===== src/lrc_pkg.sv =====
package lrc_pkg;

  localparam int CAPACITY_DEF = 16;

  localparam int OP_W     = 2;
  localparam int DATA_W   = 32;
  localparam int REFS_W   = 16;
  localparam int STATUS_W = 2;
  localparam int COUNT_W  = 5;

  localparam logic [OP_W-1:0] OP_LOOKUP  = 2'd0;
  localparam logic [OP_W-1:0] OP_INSERT  = 2'd1;
  localparam logic [OP_W-1:0] OP_RELEASE = 2'd2;

  localparam logic [STATUS_W-1:0] ST_OK        = 2'd0;
  localparam logic [STATUS_W-1:0] ST_INVALID   = 2'd1;
  localparam logic [STATUS_W-1:0] ST_MISS      = 2'd2;
  localparam logic [STATUS_W-1:0] ST_NOT_FOUND = 2'd3;

  localparam logic [REFS_W-1:0] REFS_MAX = '1;

  typedef logic [COUNT_W-1:0] count_out_t;

  typedef struct packed {
    logic [OP_W-1:0]   operation;
    logic [DATA_W-1:0] key;
    logic [DATA_W-1:0] handle;
  } req_t;

  typedef struct packed {
    logic [STATUS_W-1:0] status;
    logic                hit;
    logic [DATA_W-1:0]   found_handle;
    logic [REFS_W-1:0]   found_refs;
    logic                evicted;
    logic [DATA_W-1:0]   evicted_handle;
    logic [DATA_W-1:0]   hit_total;
    logic [DATA_W-1:0]   miss_total;
    logic [COUNT_W-1:0]  entry_count;
  } rsp_t;

  typedef struct packed {
    logic              valid;
    logic [DATA_W-1:0] key;
    logic [DATA_W-1:0] handle;
    logic [REFS_W-1:0] refs;
  } entry_t;

  typedef struct packed {
    logic cmp;
    logic by_key;
    logic shift;
    logic dec;
  } cell_ctrl_t;

endpackage


===== src/lrc_cell.sv =====
module lrc_cell (
  input  logic                      clk,
  input  logic                      rst,
  input  lrc_pkg::cell_ctrl_t       ctrl,
  input  logic [lrc_pkg::DATA_W-1:0] cmp_value,
  input  lrc_pkg::entry_t           left,
  output lrc_pkg::entry_t           ent,
  output logic                      match
);

  always_ff @(posedge clk) begin
    if (rst) begin
      ent.valid <= 1'b0;
      match     <= 1'b0;
    end else begin
      // take the neighbor's entry, or count down in place
      if (ctrl.shift) begin
        ent <= left;
      end else if (ctrl.dec && ent.refs != '0) begin
        ent.refs <= ent.refs - 1'b1;
      end
      if (ctrl.cmp) begin
        match <= ent.valid &&
                 (ctrl.by_key ? (ent.key == cmp_value) : (ent.handle == cmp_value));
      end
    end
  end

endmodule


===== src/lrc_select.sv =====
module lrc_select #(
  parameter int CAPACITY = lrc_pkg::CAPACITY_DEF
) (
  input  logic                  clk,
  input  logic                  load,
  input  logic [CAPACITY-1:0]   match,
  input  lrc_pkg::entry_t       entries [CAPACITY],
  output logic                  any,
  output logic [CAPACITY-1:0]   above,
  output logic [CAPACITY-1:0]   first,
  output lrc_pkg::entry_t       sel
);

  localparam logic [CAPACITY-1:0] ONES = '1;

  logic [CAPACITY-1:0] above_c;
  logic [CAPACITY-1:0] first_c;
  logic [CAPACITY-1:0] key_m    [lrc_pkg::DATA_W];
  logic [CAPACITY-1:0] handle_m [lrc_pkg::DATA_W];
  logic [CAPACITY-1:0] refs_m   [lrc_pkg::REFS_W];
  lrc_pkg::entry_t     sel_c;

  // above[i]: some more recent cell matched
  for (genvar i = 0; i < CAPACITY; i++) begin : g_first
    assign above_c[i] = |(match & (ONES >> (CAPACITY - i)));
    assign first_c[i] = match[i] & ~above_c[i];
  end

  // and-or pick of the single first match, one bit column at a time
  for (genvar b = 0; b < lrc_pkg::DATA_W; b++) begin : g_word
    for (genvar i = 0; i < CAPACITY; i++) begin : g_cell
      assign key_m[b][i]    = entries[i].key[b];
      assign handle_m[b][i] = entries[i].handle[b];
    end
    assign sel_c.key[b]    = |(first_c & key_m[b]);
    assign sel_c.handle[b] = |(first_c & handle_m[b]);
  end

  for (genvar b = 0; b < lrc_pkg::REFS_W; b++) begin : g_refs
    for (genvar i = 0; i < CAPACITY; i++) begin : g_cell
      assign refs_m[b][i] = entries[i].refs[b];
    end
    assign sel_c.refs[b] = |(first_c & refs_m[b]);
  end

  assign sel_c.valid = |match;

  always_ff @(posedge clk) begin
    if (load) begin
      any   <= |match;
      above <= above_c;
      first <= first_c;
      sel   <= sel_c;
    end
  end

endmodule


===== src/lru_refcount_cache_top.sv =====
// Fully associative LRU cache with reference counts, kept as a chain of
// cells in recency order: cell 0 holds the most recent entry and the valid
// entries always fill cells 0 .. entry_count-1.
// Request channel req (req_valid / req_ready) carries one word: operation,
// key and handle. Response channel rsp (rsp_valid / rsp_ready) returns one
// word for every request.
// A request passes its steps in order: the cells compare in the accept cycle,
// the select stage registers the first match in recency order, and in the
// update state the chain shifts or counts down and the response is registered.
// req_ready is high only in the idle state, so a new request is not taken
// before the last one has reached the update state and left it.
// A finished response sits in the output register; while it waits the next
// request is taken and worked up to the update cycle, where it holds until
// the output register frees.
// Reset (rst, synchronous): all cells invalid, entry count and the hit and
// miss totals zero, no response pending. No clearing pass is needed.
module lru_refcount_cache_top #(
  parameter int CAPACITY = lrc_pkg::CAPACITY_DEF
) (
  input  logic          clk,
  input  logic          rst,
  input  logic          req_valid,
  output logic          req_ready,
  input  lrc_pkg::req_t req,
  output logic          rsp_valid,
  input  logic          rsp_ready,
  output lrc_pkg::rsp_t rsp
);

  localparam int CNT_W = $clog2(CAPACITY + 1);

  typedef enum logic [2:0] {
    S_IDLE = 3'b001,
    S_SEL  = 3'b010,
    S_UPD  = 3'b100
  } state_t;

  state_t                        state;
  state_t                        state_next;
  logic [lrc_pkg::OP_W-1:0]      op_q;
  logic [lrc_pkg::DATA_W-1:0]    key_q;
  logic [lrc_pkg::DATA_W-1:0]    handle_q;
  logic [CNT_W-1:0]              count;
  logic [CNT_W-1:0]              count_next;
  logic [lrc_pkg::DATA_W-1:0]    hit_total;
  logic [lrc_pkg::DATA_W-1:0]    hit_total_next;
  logic [lrc_pkg::DATA_W-1:0]    miss_total;
  logic [lrc_pkg::DATA_W-1:0]    miss_total_next;
  lrc_pkg::rsp_t                 rsp_next;

  logic                          accept;
  logic                          upd_go;
  logic                          by_key;
  logic [lrc_pkg::DATA_W-1:0]    cmp_value;
  logic                          do_shift;
  logic                          lookup_hit;
  logic                          do_dec;
  logic                          full;
  logic [lrc_pkg::REFS_W-1:0]    refs_up;
  logic [lrc_pkg::REFS_W-1:0]    refs_down;

  lrc_pkg::cell_ctrl_t           cell_ctrl [CAPACITY];
  lrc_pkg::entry_t               ent       [CAPACITY];
  lrc_pkg::entry_t               left      [CAPACITY];
  lrc_pkg::entry_t               head;
  logic [CAPACITY-1:0]           match;
  logic [CAPACITY-1:0]           valid_vec;

  logic                          sel_any;
  logic [CAPACITY-1:0]           sel_above;
  logic [CAPACITY-1:0]           sel_first;
  lrc_pkg::entry_t               sel;

  assign req_ready = (state == S_IDLE);
  assign accept    = req_valid && req_ready;
  assign upd_go    = (state == S_UPD) && (!rsp_valid || rsp_ready);
  assign by_key    = (req.operation == lrc_pkg::OP_LOOKUP);
  assign cmp_value = by_key ? req.key : req.handle;
  assign full      = (count == CNT_W'(CAPACITY));
  assign refs_up   = (sel.refs == lrc_pkg::REFS_MAX) ? sel.refs : sel.refs + 1'b1;
  assign refs_down = (sel.refs == '0) ? sel.refs : sel.refs - 1'b1;

  // cell chain
  for (genvar i = 0; i < CAPACITY; i++) begin : g_cells
    if (i == 0) begin : g_head
      assign left[i] = head;
    end else begin : g_link
      assign left[i] = ent[i-1];
    end
    assign valid_vec[i]        = ent[i].valid;
    assign cell_ctrl[i].cmp    = accept;
    assign cell_ctrl[i].by_key = by_key;
    // a lookup hit moves cells down to and including the hit cell
    assign cell_ctrl[i].shift  = upd_go && (do_shift || (lookup_hit && !sel_above[i]));
    assign cell_ctrl[i].dec    = upd_go && do_dec && sel_first[i];

    lrc_cell u_cell (
      .clk       (clk),
      .rst       (rst),
      .ctrl      (cell_ctrl[i]),
      .cmp_value (cmp_value),
      .left      (left[i]),
      .ent       (ent[i]),
      .match     (match[i])
    );
  end

  lrc_select #(
    .CAPACITY (CAPACITY)
  ) u_select (
    .clk     (clk),
    .load    (state == S_SEL),
    .match   (match),
    .entries (ent),
    .any     (sel_any),
    .above   (sel_above),
    .first   (sel_first),
    .sel     (sel)
  );

  always_comb begin
    do_shift        = 1'b0;
    lookup_hit      = 1'b0;
    do_dec          = 1'b0;
    head            = sel;
    count_next      = count;
    hit_total_next  = hit_total;
    miss_total_next = miss_total;
    rsp_next        = '0;

    unique case (op_q)
      lrc_pkg::OP_LOOKUP: begin
        if (sel_any) begin
          lookup_hit            = 1'b1;
          head.valid            = 1'b1;
          head.refs             = refs_up;
          hit_total_next        = hit_total + 1'b1;
          rsp_next.hit          = 1'b1;
          rsp_next.found_handle = sel.handle;
          rsp_next.found_refs   = refs_up;
        end else begin
          miss_total_next = miss_total + 1'b1;
          rsp_next.status = lrc_pkg::ST_MISS;
        end
      end
      lrc_pkg::OP_INSERT: begin
        if (handle_q == '0) begin
          rsp_next.status = lrc_pkg::ST_INVALID;
        end else begin
          do_shift                = 1'b1;
          head.valid              = 1'b1;
          head.key                = key_q;
          head.handle             = handle_q;
          head.refs               = lrc_pkg::REFS_W'(1);
          rsp_next.found_refs     = lrc_pkg::REFS_W'(1);
          // the last cell drops off the chain when full
          rsp_next.evicted        = full;
          rsp_next.evicted_handle = full ? ent[CAPACITY-1].handle : '0;
          count_next              = full ? count : count + 1'b1;
        end
      end
      lrc_pkg::OP_RELEASE: begin
        if (handle_q == '0) begin
          rsp_next.status = lrc_pkg::ST_INVALID;
        end else if (sel_any) begin
          do_dec              = 1'b1;
          rsp_next.found_refs = refs_down;
        end else begin
          rsp_next.status = lrc_pkg::ST_NOT_FOUND;
        end
      end
      default: begin
        rsp_next.status = lrc_pkg::ST_INVALID;
      end
    endcase

    rsp_next.hit_total   = hit_total_next;
    rsp_next.miss_total  = miss_total_next;
    rsp_next.entry_count = lrc_pkg::count_out_t'(count_next);
  end

  always_comb begin
    state_next = state;
    unique case (state)
      S_IDLE:  if (accept) state_next = S_SEL;
      S_SEL:   state_next = S_UPD;
      S_UPD:   if (upd_go) state_next = S_IDLE;
      default: state_next = S_IDLE;
    endcase
  end

  always_ff @(posedge clk) begin
    if (rst) begin
      state      <= S_IDLE;
      count      <= '0;
      hit_total  <= '0;
      miss_total <= '0;
      rsp_valid  <= 1'b0;
    end else begin
      state <= state_next;
      if (upd_go) begin
        count      <= count_next;
        hit_total  <= hit_total_next;
        miss_total <= miss_total_next;
        rsp_valid  <= 1'b1;
      end else if (rsp_ready) begin
        rsp_valid <= 1'b0;
      end
    end
  end

  always_ff @(posedge clk) begin
    if (accept) begin
      op_q     <= req.operation;
      key_q    <= req.key;
      handle_q <= req.handle;
    end
    if (upd_go) begin
      rsp <= rsp_next;
    end
  end

  // an accepted word walks through select and update in order
  a_sequence: assert property (@(posedge clk) disable iff (rst)
    accept |=> (state == S_SEL) ##1 (state == S_UPD))
    else $error("request did not pass select and update");

  // entry count tracks the valid cells
  a_count: assert property (@(posedge clk) disable iff (rst)
    count == CNT_W'($countones(valid_vec)))
    else $error("entry count differs from valid cells");

  // valid cells stay packed at the head of the chain
  a_prefix: assert property (@(posedge clk) disable iff (rst)
    (valid_vec & (valid_vec + 1'b1)) == '0)
    else $error("valid cells not contiguous from cell 0");

  // the hit total only moves on a lookup update
  a_hits: assert property (@(posedge clk) disable iff (rst)
    !$stable(hit_total) |-> $past(upd_go && op_q == lrc_pkg::OP_LOOKUP))
    else $error("hit total changed outside a lookup");

endmodule


===== config.mk =====
export PLATFORM = sky130hd
export DESIGN_NAME = lru_refcount_cache_top
export DESIGN_NICKNAME = d
export VERILOG_FILES = /design/src/lrc_pkg.sv /design/src/lrc_cell.sv /design/src/lrc_select.sv /design/src/lru_refcount_cache_top.sv
export SDC_FILE = /design/constraint.sdc
export NUM_CORES = 2
export LEC_CHECK = 0
export ABC_AREA = 1
export BUFFER_PORTS_ARGS = -buffer_cell sky130_fd_sc_hd__clkbuf_2
export CORE_ASPECT_RATIO = 1.25
export CORE_MARGIN = 2
export CORE_UTILIZATION = 35
export CTS_CLUSTER_SIZE = 40
export DETAILED_ROUTE_END_ITERATION = 6
export PLACE_DENSITY = 0.48
export RECOVER_POWER = 25
export SLEW_MARGIN = 15
export SYNTH_ARGS = -nofsm -noshare
export SYNTH_HDL_FRONTEND = slang
export SYNTH_HIERARCHICAL = 1
export SYNTH_SLANG_ARGS = --single-unit
export TNS_END_PERCENT = 1

===== constraint.sdc =====
create_clock -name clk -period 16.35 [get_ports clk]
set_input_delay 3.27 -clock clk [delete_from_list [all_inputs] [get_ports clk]]
set_output_delay 3.27 -clock clk [all_outputs]
set_load 0.1 [all_outputs]

==> metrics <==
run status=finished with violations; failing checks=DRC; Ports=225; initial DRC count=8479; reg2reg setup slack=10.98 ns; worst skew pair latency=0.94 ns; die area=0.277 mm2; Layout area overhead=10.6%; area leader, netlist=edfxtp_1; initial cell density of the core=0.351; Final period util=0.396; Setup WS pre-CTS=9.12 ns; Achievable Freq=0.155 GHz; Syn Nets=11366; hold slack final=0.458 ns; DRT Pass-1 Iters=7; Overflow after GRT=0; WHS Endpoint=g_cells[10].u_cell/ent[67]; Clock Sinks=1715; total setup buffers inserted after CTS=0; Worst Path Max Fanout=46; Reg2Reg Depth=10; post-synthesis sequential area ratio=0.529; CP required=16.82 ns; Peak VDD IR=84.4 uV; final hold vios=0; Crit Path Category=primary input to register; routability cong.=0.944; FF-to-FF End=u_select/sel[78]; Worst setup SP type=primary input; RSZ-0062 raised after global routing=false; Die X=471 um; largest net degree at the start of global routing=195; Synth warnings=6; CTS Buffer Depth=4; CTS tree=built; core area=0.272 mm2; post-synth cell types=50; final WL=395000 um; Final Non-Filler Cells=15039; Cells after Synth=11273; Worst Setup Slack, final=9.88 ns; Sw Share=0.242; vias in the first global route=78888; Setup TNS=0 ns; Power Internal=0.00743 W; first-pass GRT wire length=562000 um; Net Sw Power=0.00238 W; Post-Syn Area per Cell=8.46 um2; commonest cells after routing, fill and taps aside=3478 x nand2_1, 1610 x edfxtp_1, 1141 x nand3_1; CTS Root Buffer Type=clkbuf_16; crit-path max cell delay=0.97 ns; crit path DAT=6.94 ns; reg2reg start=g_cells[3].u_cell/match; detailed placement HPWL=286000 um; area share of the largest cell type after synthesis=0.507; Clk network pwr share=0.456; Tightest Pin Transition=1.18 ns; cell mode on critical path=buf_4; minimum clock period=6.47 ns; power per standard cell area=93.0 mW/mm2; clock-pin transition on the worst setup and hold timing paths=0.06 ns; H-tree lvl count=4; Yosys reg bits=1715; IO buf count=224; Min-Delay Path Class=register to register; CP Cell Sequence=clkbuf_2 -> nor2_1 -> inv_1 -> nand2_4 -> buf_4 -> a21oi_1 -> buf_4 -> clkinv_1 -> nor2_4 -> buf_4; Die Ht=588 um; Post-Place Cells=14659; initial antenna violation count=17; Worst Skew=0.107 ns; Comb power frac=0.056; CTS resizes=0; Avg WL per Cell=26.3 um; Nets=11392; sequential power share=0.488; layout cell share with drive strength beyond 1=0.0885; Rows=214; hold wc startpoint=g_cells[9].u_cell/ent[67]; Netlist Area Pre-Place=0.0953 mm2; Vias=82238; Leak=44.3 nW; dominant cells by area after synthesis=edfxtp_1 51%, nand2_1 14%, nand3_1 6.0%; commonest non-fill, non-tap cell in the layout=nand2_1; Hold Crit Depth=0; Worst Setup End Kind=register; Tot Pwr=0.00981 W; DRC violation count after routing=17; Crit-path slowest cell=nor2_4; Num CTS Buffers=202; Slew HR=0.215; Tot GR Track Use=0.275; hold_buf cts=0; vias per std cell=5.47; max_cap viols=0; Final setup viols=0; Slew Limit Fails=0; antenna-violating nets left=0
kinds of logic after synthesis:
family / share of synthesized area
AOI/OAI and AO/OA: 0.0447
and+or+nand+nor: 0.325
DFF: 0.529
muxes: 0.00378
buffers and inverters: 0.0735
other: 0.0000393
adders and majority gates: 0.00302
xor gates and xnor gates: 0.0207
critical path, delay by kind of cell:
kind            cells  cell delay [ns]
compound gates      1             0.18
buf+inv             6             2.01
simple gates        3             1.25
power by group through the flow:
| stage | logic (W) | registers [W] | clock network, W |
|---|---|---|---|
| global placement | 0.000543 | 0.00488 | 0 |
| global route | 0.000605 | 0.00478 | 0.00471 |
| floorplan | 0.000380 | 0.00488 | 0 |
| CTS | 0.000548 | 0.00478 | 0.00456 |
| finish | 0.000551 | 0.00478 | 0.00447 |
| detailed placement | 0.000546 | 0.00488 | 0 |
registers in the layout, summed over array words and instances, names as in the netlist, 2 cells and up:
| name | cells |
|---|---|
| g_cells.u_cell/ent | 1296 |
| rsp | 153 |
| u_select/sel | 80 |
| handle_q | 32 |
| hit_total | 32 |
| key_q | 32 |
| miss_total | 32 |
| g_cells.u_cell/match | 16 |
| u_select/first | 16 |
| u_select/above | 14 |
| count | 5 |
| state | 3 |
| op_q | 2 |
layout make-up:
| cell class | instances | area (um2) |
|---|---|---|
| Clock inverter | 100 | 825 |
| Multi-Input combinational cell | 8010 | 38100 |
| Sequential cell | 1715 | 50500 |
| Antenna cell | 16 | 40.0 |
| Tap cell | 3564 | 4460 |
| Timing Repair Buffer | 369 | 2300 |
| Clock buffer | 264 | 5400 |
| Inverter | 1001 | 3840 |
| Fill cell | 27589 | 166000 |
synthesized netlist by cell type (all sizes together):
master and count:
a211oi 4, a21o 81, a21oi 137, a31oi 87, and2 2, and3 1, buf 351, clkbuf 196
clkinv 34, conb 1, dfxtp 105, edfxtp 1610, ha 23, inv 967, mux2 32, nand2 3625
nand3 1146, nand3b 191, nand4 676, nor2 1158, nor3 106, nor4 2, o211ai 34, o21a 3
o21ai 362, o21bai 31, o31ai 1, or2 82, xnor2 103, xor2 122
through the flow:
step                cell area (um2)  utilization
floorplan                     95300            -
global placement              99200        0.365
detailed placement            99200        0.365
CTS                          105000        0.388
global route                 105000        0.388
finish                       105000        0.389
how the worst max path moves through the flow:
stage | from | end | cells after the start | slack [ns]
after global routing | rsp_ready | g_cells[13].u_cell/ent[48] | 10 | 9.72
after global placement | rsp_ready | g_cells[13].u_cell/ent[49] | 10 | 9.23
after floorplan | rsp_ready | rsp[0] | 5 | 7.82
final | rsp_ready | g_cells[13].u_cell/ent[21] | 10 | 9.88
after detailed placement | rsp_ready | g_cells[13].u_cell/ent[28] | 10 | 9.12
after CTS | rsp_ready | g_cells[13].u_cell/ent[21] | 10 | 10.02
layer usage:
layer	global-route usage	wire length [um]
met1	0.310	145000
met2	0.486	197000
met3	0.0295	20200
met4	0.194	33000
met5	0	63
(Power assumes the default switching activity.)
